===== src/sv/jca_pkg.sv =====
// shared constants, register codes and pipeline types for the coefficient address map
`timescale 1ns / 1ps

package jca_pkg;

  localparam int NUM_SLOTS       = 4;
  localparam int MAX_COMPONENTS  = 4;
  // coefficients per block must stay a power of two: the coefficient position is a bit slice
  localparam int COEFS_PER_BLOCK = 64;
  localparam int BLOCK_LOG2      = $clog2(COEFS_PER_BLOCK);

  localparam int IDX_W           = 32;
  localparam int REG_W           = 14;
  localparam int CFG_IDX_W       = 3;
  localparam int CNT_W           = 2 * REG_W;
  localparam int CUM_W           = CNT_W + $clog2(NUM_SLOTS);
  localparam int BLK_W           = IDX_W - BLOCK_LOG2;
  localparam int TOTAL_W         = 35;
  localparam int TOTAL_FULL_W    = CUM_W + BLOCK_LOG2;
  localparam int COMP_W          = 2;
  localparam int ROW_W           = 13;
  localparam int COL_W           = 13;
  localparam int POS_W           = BLOCK_LOG2;

  // quotient (block row) is always below the height, so it fits in a register width
  localparam int QUO_W           = REG_W;
  localparam int STEPS_PER_STAGE = 2;
  localparam int DIV_STAGES      = QUO_W / STEPS_PER_STAGE;

  localparam logic [TOTAL_W-1:0] TOTAL_MAX = '1;

  typedef enum logic [CFG_IDX_W-1:0] {
    REG_WIDTH_0,
    REG_HEIGHT_0,
    REG_WIDTH_1,
    REG_HEIGHT_1,
    REG_WIDTH_2,
    REG_HEIGHT_2,
    REG_WIDTH_3,
    REG_HEIGHT_3
  } cfg_reg_e;

  typedef struct packed {
    logic [NUM_SLOTS-1:0][CUM_W-1:0] cum;
    logic [NUM_SLOTS-1:0][REG_W-1:0] width;
    logic [TOTAL_W-1:0]              total;
    logic                            settle;
  } cfg_view_t;

  typedef struct packed {
    logic [COMP_W-1:0] comp;
    logic              oor;
    logic [POS_W-1:0]  pos;
    logic [REG_W-1:0]  divisor;
    logic [REG_W-1:0]  rem;
    logic [QUO_W-1:0]  dvd;
    logic [QUO_W-1:0]  quo;
  } div_item_t;

endpackage


===== src/sv/jca_cfg_regs.sv =====
// configuration registers with registered per-component block counts and running sums
`timescale 1ns / 1ps

module jca_cfg_regs (
  input  logic                             clk,
  input  logic                             rst_n,
  input  logic                             cfg_valid,
  input  logic [jca_pkg::CFG_IDX_W-1:0]    cfg_index,
  input  logic [jca_pkg::REG_W-1:0]        cfg_data,
  output jca_pkg::cfg_view_t               view
);

  logic [jca_pkg::NUM_SLOTS-1:0][jca_pkg::REG_W-1:0] width_r;
  logic [jca_pkg::NUM_SLOTS-1:0][jca_pkg::REG_W-1:0] height_r;
  logic [jca_pkg::NUM_SLOTS-1:0][jca_pkg::CNT_W-1:0] cnt_r;
  logic [jca_pkg::NUM_SLOTS-1:0][jca_pkg::CNT_W-1:0] cnt_nxt;
  logic [jca_pkg::NUM_SLOTS-1:0][jca_pkg::CUM_W-1:0] cum_r;
  logic [jca_pkg::NUM_SLOTS-1:0][jca_pkg::CUM_W-1:0] cum_nxt;
  logic [jca_pkg::TOTAL_W-1:0]                       total_r;
  logic [jca_pkg::TOTAL_W-1:0]                       total_nxt;
  logic                                              settle_r;
  logic [jca_pkg::CUM_W-1:0]                         pair01;
  logic [jca_pkg::CUM_W-1:0]                         pair23;
  logic [jca_pkg::TOTAL_FULL_W-1:0]                  total_full;

  always_ff @(posedge clk) begin
    if (!rst_n) begin
      width_r  <= '0;
      height_r <= '0;
    end else if (cfg_valid) begin
      unique case (cfg_index)
        jca_pkg::REG_WIDTH_0:  width_r[0]  <= cfg_data;
        jca_pkg::REG_HEIGHT_0: height_r[0] <= cfg_data;
        jca_pkg::REG_WIDTH_1:  width_r[1]  <= cfg_data;
        jca_pkg::REG_HEIGHT_1: height_r[1] <= cfg_data;
        jca_pkg::REG_WIDTH_2:  width_r[2]  <= cfg_data;
        jca_pkg::REG_HEIGHT_2: height_r[2] <= cfg_data;
        jca_pkg::REG_WIDTH_3:  width_r[3]  <= cfg_data;
        jca_pkg::REG_HEIGHT_3: height_r[3] <= cfg_data;
      endcase
    end
  end

  // blocks per component; slots past the component limit count nothing
  always_comb begin
    for (int c = 0; c < jca_pkg::NUM_SLOTS; c++) begin
      if (c < jca_pkg::MAX_COMPONENTS) begin
        cnt_nxt[c] = jca_pkg::CNT_W'(height_r[c]) * jca_pkg::CNT_W'(width_r[c]);
      end else begin
        cnt_nxt[c] = '0;
      end
    end
  end

  always_comb begin
    pair01     = jca_pkg::CUM_W'(cnt_r[0]) + jca_pkg::CUM_W'(cnt_r[1]);
    pair23     = jca_pkg::CUM_W'(cnt_r[2]) + jca_pkg::CUM_W'(cnt_r[3]);
    cum_nxt[0] = jca_pkg::CUM_W'(cnt_r[0]);
    cum_nxt[1] = pair01;
    cum_nxt[2] = pair01 + jca_pkg::CUM_W'(cnt_r[2]);
    cum_nxt[3] = pair01 + pair23;
    total_full = {cum_nxt[3], {jca_pkg::BLOCK_LOG2{1'b0}}};
    if (|total_full[jca_pkg::TOTAL_FULL_W-1:jca_pkg::TOTAL_W]) begin
      total_nxt = jca_pkg::TOTAL_MAX;
    end else begin
      total_nxt = total_full[jca_pkg::TOTAL_W-1:0];
    end
  end

  always_ff @(posedge clk) begin
    if (!rst_n) begin
      cnt_r    <= '0;
      cum_r    <= '0;
      total_r  <= '0;
      settle_r <= 1'b0;
    end else begin
      cnt_r    <= cnt_nxt;
      cum_r    <= cum_nxt;
      total_r  <= total_nxt;
      settle_r <= cfg_valid;
    end
  end

  assign view.cum    = cum_r;
  assign view.width  = width_r;
  assign view.total  = total_r;
  assign view.settle = settle_r;

  // with no configuration write now and settle_r clear now and in its past value, the derived sums stay stable
  a_sums_settled: assert property (@(posedge clk) disable iff (!rst_n)
    !settle_r && !$past(settle_r) && !cfg_valid |=> $stable(cum_r) && $stable(total_r))
    else $error("running sums changed without a configuration write");

endmodule


===== src/sv/jca_locate.sv =====
// input register and component search stage that sets up the row/column divide
`timescale 1ns / 1ps

module jca_locate (
  input  logic                           clk,
  input  logic                           rst_n,
  input  logic                           in_hold,
  input  logic                           in_valid,
  output logic                           in_ready,
  input  logic [jca_pkg::IDX_W-1:0]      in_flat_index,
  input  jca_pkg::cfg_view_t             view,
  output logic                           out_valid,
  input  logic                           out_ready,
  output jca_pkg::div_item_t             out_item
);

  logic                             v1_r;
  logic [jca_pkg::IDX_W-1:0]        idx_r;
  logic                             v2_r;
  jca_pkg::div_item_t               item_r;
  jca_pkg::div_item_t               item_nxt;
  logic                             ready1;
  logic                             ready2;
  logic [jca_pkg::BLK_W-1:0]        blk;
  logic [jca_pkg::NUM_SLOTS-1:0]    hit;
  logic                             found;
  logic [jca_pkg::CUM_W-1:0]        prev;
  logic [jca_pkg::CUM_W-1:0]        base;
  logic [jca_pkg::CUM_W-1:0]        rel_full;
  logic [jca_pkg::BLK_W-1:0]        rel;

  assign ready2   = !v2_r || out_ready;
  assign ready1   = !v1_r || ready2;
  assign in_ready = ready1 && !in_hold;

  always_ff @(posedge clk) begin
    if (!rst_n) begin
      v1_r <= 1'b0;
      v2_r <= 1'b0;
    end else begin
      if (ready1) begin
        v1_r <= in_valid && !in_hold;
      end
      if (ready2) begin
        v2_r <= v1_r;
      end
    end
  end

  always_ff @(posedge clk) begin
    if (in_valid && in_ready) begin
      idx_r <= in_flat_index;
    end
    if (v1_r && ready2) begin
      item_r <= item_nxt;
    end
  end

  // compare in whole blocks: every component boundary is a block boundary
  assign blk = idx_r[jca_pkg::IDX_W-1:jca_pkg::BLOCK_LOG2];

  always_comb begin
    for (int c = 0; c < jca_pkg::NUM_SLOTS; c++) begin
      hit[c] = jca_pkg::CUM_W'(blk) < view.cum[c];
    end
  end

  always_comb begin
    found            = 1'b0;
    prev             = '0;
    base             = '0;
    item_nxt.comp    = '0;
    item_nxt.divisor = '0;
    for (int c = 0; c < jca_pkg::NUM_SLOTS; c++) begin
      if (!found && hit[c]) begin
        found            = 1'b1;
        base             = prev;
        item_nxt.comp    = jca_pkg::COMP_W'(c);
        item_nxt.divisor = view.width[c];
      end
      prev = view.cum[c];
    end
    rel_full     = jca_pkg::CUM_W'(blk) - base;
    rel          = rel_full[jca_pkg::BLK_W-1:0];
    item_nxt.oor = !found;
    item_nxt.pos = idx_r[jca_pkg::BLOCK_LOG2-1:0];
    // high part of the block offset is already below the width
    item_nxt.rem = jca_pkg::REG_W'(rel[jca_pkg::BLK_W-1:jca_pkg::QUO_W]);
    item_nxt.dvd = rel[jca_pkg::QUO_W-1:0];
    item_nxt.quo = '0;
  end

  assign out_valid = v2_r;
  assign out_item  = item_r;

  a_divide_setup: assert property (@(posedge clk) disable iff (!rst_n)
    v2_r && !item_r.oor |-> item_r.rem < item_r.divisor)
    else $error("divide started with partial remainder not below width");

endmodule


===== src/sv/jca_div_stage.sv =====
// one pipeline stage of the restoring divide of block offset by component width
`timescale 1ns / 1ps

module jca_div_stage (
  input  logic                clk,
  input  logic                rst_n,
  input  logic                in_valid,
  output logic                in_ready,
  input  jca_pkg::div_item_t  in_item,
  output logic                out_valid,
  input  logic                out_ready,
  output jca_pkg::div_item_t  out_item
);

  logic                        v_r;
  jca_pkg::div_item_t          item_r;
  jca_pkg::div_item_t          item_nxt;
  logic [jca_pkg::REG_W:0]     r2;
  logic [jca_pkg::REG_W:0]     diff;

  assign in_ready = !v_r || out_ready;

  always_comb begin
    item_nxt = in_item;
    r2       = '0;
    diff     = '0;
    for (int j = 0; j < jca_pkg::STEPS_PER_STAGE; j++) begin
      r2           = {item_nxt.rem, item_nxt.dvd[jca_pkg::QUO_W-1]};
      item_nxt.dvd = {item_nxt.dvd[jca_pkg::QUO_W-2:0], 1'b0};
      diff         = r2 - {1'b0, item_nxt.divisor};
      if (r2 >= {1'b0, item_nxt.divisor}) begin
        item_nxt.rem = diff[jca_pkg::REG_W-1:0];
        item_nxt.quo = {item_nxt.quo[jca_pkg::QUO_W-2:0], 1'b1};
      end else begin
        item_nxt.rem = r2[jca_pkg::REG_W-1:0];
        item_nxt.quo = {item_nxt.quo[jca_pkg::QUO_W-2:0], 1'b0};
      end
    end
  end

  always_ff @(posedge clk) begin
    if (!rst_n) begin
      v_r <= 1'b0;
    end else if (in_ready) begin
      v_r <= in_valid;
    end
  end

  always_ff @(posedge clk) begin
    if (in_valid && in_ready) begin
      item_r <= item_nxt;
    end
  end

  assign out_valid = v_r;
  assign out_item  = item_r;

  a_rem_bound: assert property (@(posedge clk) disable iff (!rst_n)
    v_r && !item_r.oor |-> item_r.rem < item_r.divisor)
    else $error("partial remainder reached the divisor");

endmodule


===== src/sv/jpeg_coefficient_address_map_top.sv =====
// coefficient address map: flat index to component, block row/column and position
// pipeline: input reg, search, then 7 divide stages to the result transaction
// throughput: one transaction per cycle unless stalled; 2 quotient bits per stage
// a config write or its settle flag blocks input while block sums settle
// reset (rst_n, synchronous, active low) clears config registers and all valid bits
`timescale 1ns / 1ps

module jpeg_coefficient_address_map_top (
  input  logic                              clk,
  input  logic                              rst_n,
  input  logic                              cfg_valid,
  output logic                              cfg_ready,
  input  logic [jca_pkg::CFG_IDX_W-1:0]     cfg_index,
  input  logic [jca_pkg::REG_W-1:0]         cfg_data,
  input  logic                              in_valid,
  output logic                              in_ready,
  input  logic [jca_pkg::IDX_W-1:0]         in_flat_index,
  output logic                              out_valid,
  input  logic                              out_ready,
  output logic [jca_pkg::COMP_W-1:0]        out_component,
  output logic [jca_pkg::ROW_W-1:0]         out_block_row,
  output logic [jca_pkg::COL_W-1:0]         out_block_col,
  output logic [jca_pkg::POS_W-1:0]         out_coef_pos,
  output logic                              out_out_of_range,
  output logic [jca_pkg::TOTAL_W-1:0]       out_total_coefficients
);

  jca_pkg::cfg_view_t                 cfg_view;
  logic                               cfg_hold;
  logic [jca_pkg::DIV_STAGES:0]       dv;
  logic [jca_pkg::DIV_STAGES:0]       dr;
  jca_pkg::div_item_t                 ditem [jca_pkg::DIV_STAGES+1];
  jca_pkg::div_item_t                 last;

  assign cfg_ready = 1'b1;
  assign cfg_hold  = cfg_valid || cfg_view.settle;

  jca_cfg_regs u_cfg (
    .clk       (clk),
    .rst_n     (rst_n),
    .cfg_valid (cfg_valid),
    .cfg_index (cfg_index),
    .cfg_data  (cfg_data),
    .view      (cfg_view)
  );

  jca_locate u_locate (
    .clk           (clk),
    .rst_n         (rst_n),
    .in_hold       (cfg_hold),
    .in_valid      (in_valid),
    .in_ready      (in_ready),
    .in_flat_index (in_flat_index),
    .view          (cfg_view),
    .out_valid     (dv[0]),
    .out_ready     (dr[0]),
    .out_item      (ditem[0])
  );

  for (genvar s = 0; s < jca_pkg::DIV_STAGES; s++) begin : g_div
    jca_div_stage u_stage (
      .clk       (clk),
      .rst_n     (rst_n),
      .in_valid  (dv[s]),
      .in_ready  (dr[s]),
      .in_item   (ditem[s]),
      .out_valid (dv[s+1]),
      .out_ready (dr[s+1]),
      .out_item  (ditem[s+1])
    );
  end

  assign last                   = ditem[jca_pkg::DIV_STAGES];
  assign dr[jca_pkg::DIV_STAGES] = out_ready;
  assign out_valid              = dv[jca_pkg::DIV_STAGES];

  // out-of-range results report zeros for the location fields
  assign out_component          = last.oor ? '0 : last.comp;
  assign out_block_row          = last.oor ? '0 : last.quo[jca_pkg::ROW_W-1:0];
  assign out_block_col          = last.oor ? '0 : last.rem[jca_pkg::COL_W-1:0];
  assign out_coef_pos           = last.oor ? '0 : last.pos;
  assign out_out_of_range       = last.oor;
  assign out_total_coefficients = cfg_view.total;

  a_cfg_blocks_input: assert property (@(posedge clk) disable iff (!rst_n)
    cfg_valid && cfg_ready |=> !in_ready)
    else $error("input accepted before block sums settled");

endmodule

===== config.mk =====
export PLATFORM = sky130hd
export DESIGN_NAME = jpeg_coefficient_address_map_top
export DESIGN_NICKNAME = d
export VERILOG_FILES = /design/src/sv/jca_pkg.sv /design/src/sv/jca_cfg_regs.sv /design/src/sv/jca_locate.sv /design/src/sv/jca_div_stage.sv /design/src/sv/jpeg_coefficient_address_map_top.sv
export SDC_FILE = /design/constraint.sdc
export NUM_CORES = 2
export LEC_CHECK = 0
export BUFFER_PORTS_ARGS = -buffer_cell sky130_fd_sc_hd__buf_4
export CORE_MARGIN = 3
export CORE_UTILIZATION = 55
export DETAILED_ROUTE_END_ITERATION = 16
export GPL_TIMING_DRIVEN = 0
export PLACE_DENSITY_LB_ADDON = 0.12
export SETUP_SLACK_MARGIN = 0.02
export SYNTH_ARGS = -nofsm -noshare
export SYNTH_HDL_FRONTEND = slang
export SYNTH_HIERARCHICAL = 1
export SYNTH_SLANG_ARGS = --single-unit

===== constraint.sdc =====
create_clock -name clk -period 10.39 [get_ports clk]
set_input_delay 3.117 -clock clk [delete_from_list [all_inputs] [get_ports clk]]
set_output_delay 3.117 -clock clk [all_outputs]
set_load 0.005 [all_outputs]

==> flow_summary.ini <==
[timing]
fin_skew_ns = 0.0393
hold_violations = 0
fin_setup_tns_ns = 0
rsz0062_at_grt = no
max_freq_ghz = 0.121
post-route-min-period_ns = 8.25
worstMarginPinSlew_ns = 1.37
setup_viol = 0
slew_headroom = 0.0835
period_share = 0.794
finalMaxSlewViolations = 0

[worst_setup_path]
crit_required_ns = 7.27
critPathKind = primary input to primary output
worstRegToRegCells = 20
max_stage_delay_ns = 0.33
critPathCaptureType = primary output
cp-start-kind = primary input
reg2reg_from = u_cfg/view[84]
cpMostUsedCell = nand2b_1
cp.arrival_ns = 5.14
crit_start = out_ready
cp_max_fo = 4
crit_path_top_delay_cell = nor2b_1
regToRegSetupSlack_ns = 3.41
crit_chain = buf_4, nand2b_1, nand2b_1, nand2b_1, nand2b_1, nand2b_1, nand2b_1, nand2b_1, nor2b_1, a21oi_1, buf_4
setup.worst_path.end = in_ready
worstReg2RegEnd = u_cfg/cnt_r[108]

[flow_run]
cap_violations = 0

[layout]
syn_to_final_growth_pct = 8.84
multi_input_area_um2 = 46300
drive_above_1_share = 0.0733
final_cell_mix = inv_1 (1051), nand2_1 (856), ha_1 (773)
nNetsFinal = 9199
seq_area_um2 = 20100
mostFrequentLayoutCell = inv_1
fillers = 11200

[floorplanning]
initial_core_util = 0.558
die_y_um = 367
dieArea_um2 = 135000
core_um2 = 129000
pin_count = 127
rows = 131
die_w_um = 367

[outcome]
outcome = complete, no violations

[global_routing]
antenna_found_initial = 10
globalRouteOverflowTotal = 0
grtUsageTotal = 0.300
grt_max_degree = 43
grt_pass1_wl_um = 313000
grt_pass1_vias = 53600

[power_and_ir_drop]
ir_drop_uv = 119
power.density_nw_per_um2 = 93.7
finalPower_mw = 7.31
cellLeakagePower_nw = 35.7

[routing]
wl_per_cell_um = 21.3
post-route-drc-count = 0
finalWirelength_um = 204000
drt_iter0_markers = 4172
vias = 54700
vias_per_cell = 5.72
postRouteAntennaNets = 0
drt-pass1-iter-count = 6

[clocking]
cts_tree = built
post_cts_resize_count = 0
htree_levels = 3
cts.sinks = 796
cts_root_buf = clkbuf_16
post-cts-setup-buffers = 0
clk_pin_slew_ns = 0.06
postCtsHoldBufs = 0
clock_latency_ns = 0.70
cts-buffers-inserted = 89
cts.path.max_buffers = 3

[synthesis]
ys_warn_count = 6
synth_area_per_cell_um2 = 9.49
synth.cell_area_um2 = 71700
synth_cells = 7551

[worst_hold_path]
hp-class = register to register

[place]
dp_hpwl_um = 166000
gp_congestion = 0.971
port_buffers = 109
worst max-delay path, delay by kind of cell:
kind	cells	cell delay (ns)
and+or+nand+nor	8	1.58
AOI/OAI and AO/OA	1	0.17
buffers and inverters	2	0.26
cell type report:
type	instances	share of cell area
Inverter	1060	0.0510
Tap cell	1729	0.0277
Buffer	273	0.0165
Clock inverter	55	0.00862
Timing Repair Buffer	117	0.0126
Sequential cell	796	0.258
Clock buffer	109	0.0317
Multi-Input combinational cell	5425	0.594
Antenna cell	4	0.000128
state kept, by name, summed over array words and instances (netlist names):
register and flops:
u_locate/idx_r 32, u_cfg/total_r 30, u_cfg/cnt_r 112, g_div.u_stage/out_valid 7
g_div.u_stage/out_item 335, u_cfg/view 172, u_cfg/height_r 56, u_cfg/settle_r 1
u_locate/out_item 49, u_locate/out_valid 1, u_locate/v1_r 1
how the worst min path moves through the flow:
stage	from	depth (start not counted)	endpoint	slack, ns
after floorplan	u_locate/out_item[14]	0	g_div[0].u_stage/out_item[16]	0.40
after global placement	g_div[5].u_stage/out_item[9]	0	g_div[6].u_stage/out_item[11]	0.40
after detailed placement	u_locate/out_item[19]	0	g_div[0].u_stage/out_item[21]	0.40
after CTS	u_locate/out_item[58]	0	g_div[0].u_stage/out_item[58]	0.40
after global routing	u_locate/out_item[56]	0	g_div[0].u_stage/out_item[56]	0.41
final	u_locate/out_item[58]	0	g_div[0].u_stage/out_item[58]	0.40
routing by layer:
metal	GRT usage	vias to the layer above	part of all wire
li1	-	25700	-
met1	0.390	26700	0.41
met2	0.496	1875	0.47
met3	0.0453	409	0.065
met4	0.140	0	0.053
met5	0	-	0
per-stage QoR:
step / setup WS [ns] / hold slack, ns / util / instances / area [µm²]
floorplan: 2.80 / 0.400 / - / 7554 / 71700
global placement: 2.27 / 0.402 / 0.581 / 9392 / 74600
detailed placement: 2.15 / 0.405 / 0.582 / 9400 / 74800
CTS: 2.12 / 0.404 / 0.607 / 9564 / 78000
global route: 1.91 / 0.407 / 0.607 / 9564 / 78000
finish: 2.14 / 0.405 / 0.607 / 9568 / 78000
where the power goes:
part,leakage [nW],switching [mW],internal [mW],total [mW]
sequential,6.82,0.0541,3.33,3.39
clock,1.52,1.38,1.95,3.33
combinational,27.3,0.363,0.231,0.594
total,35.7,1.80,5.51,7.31
Note: power is estimated with default switching activity, not from simulation.
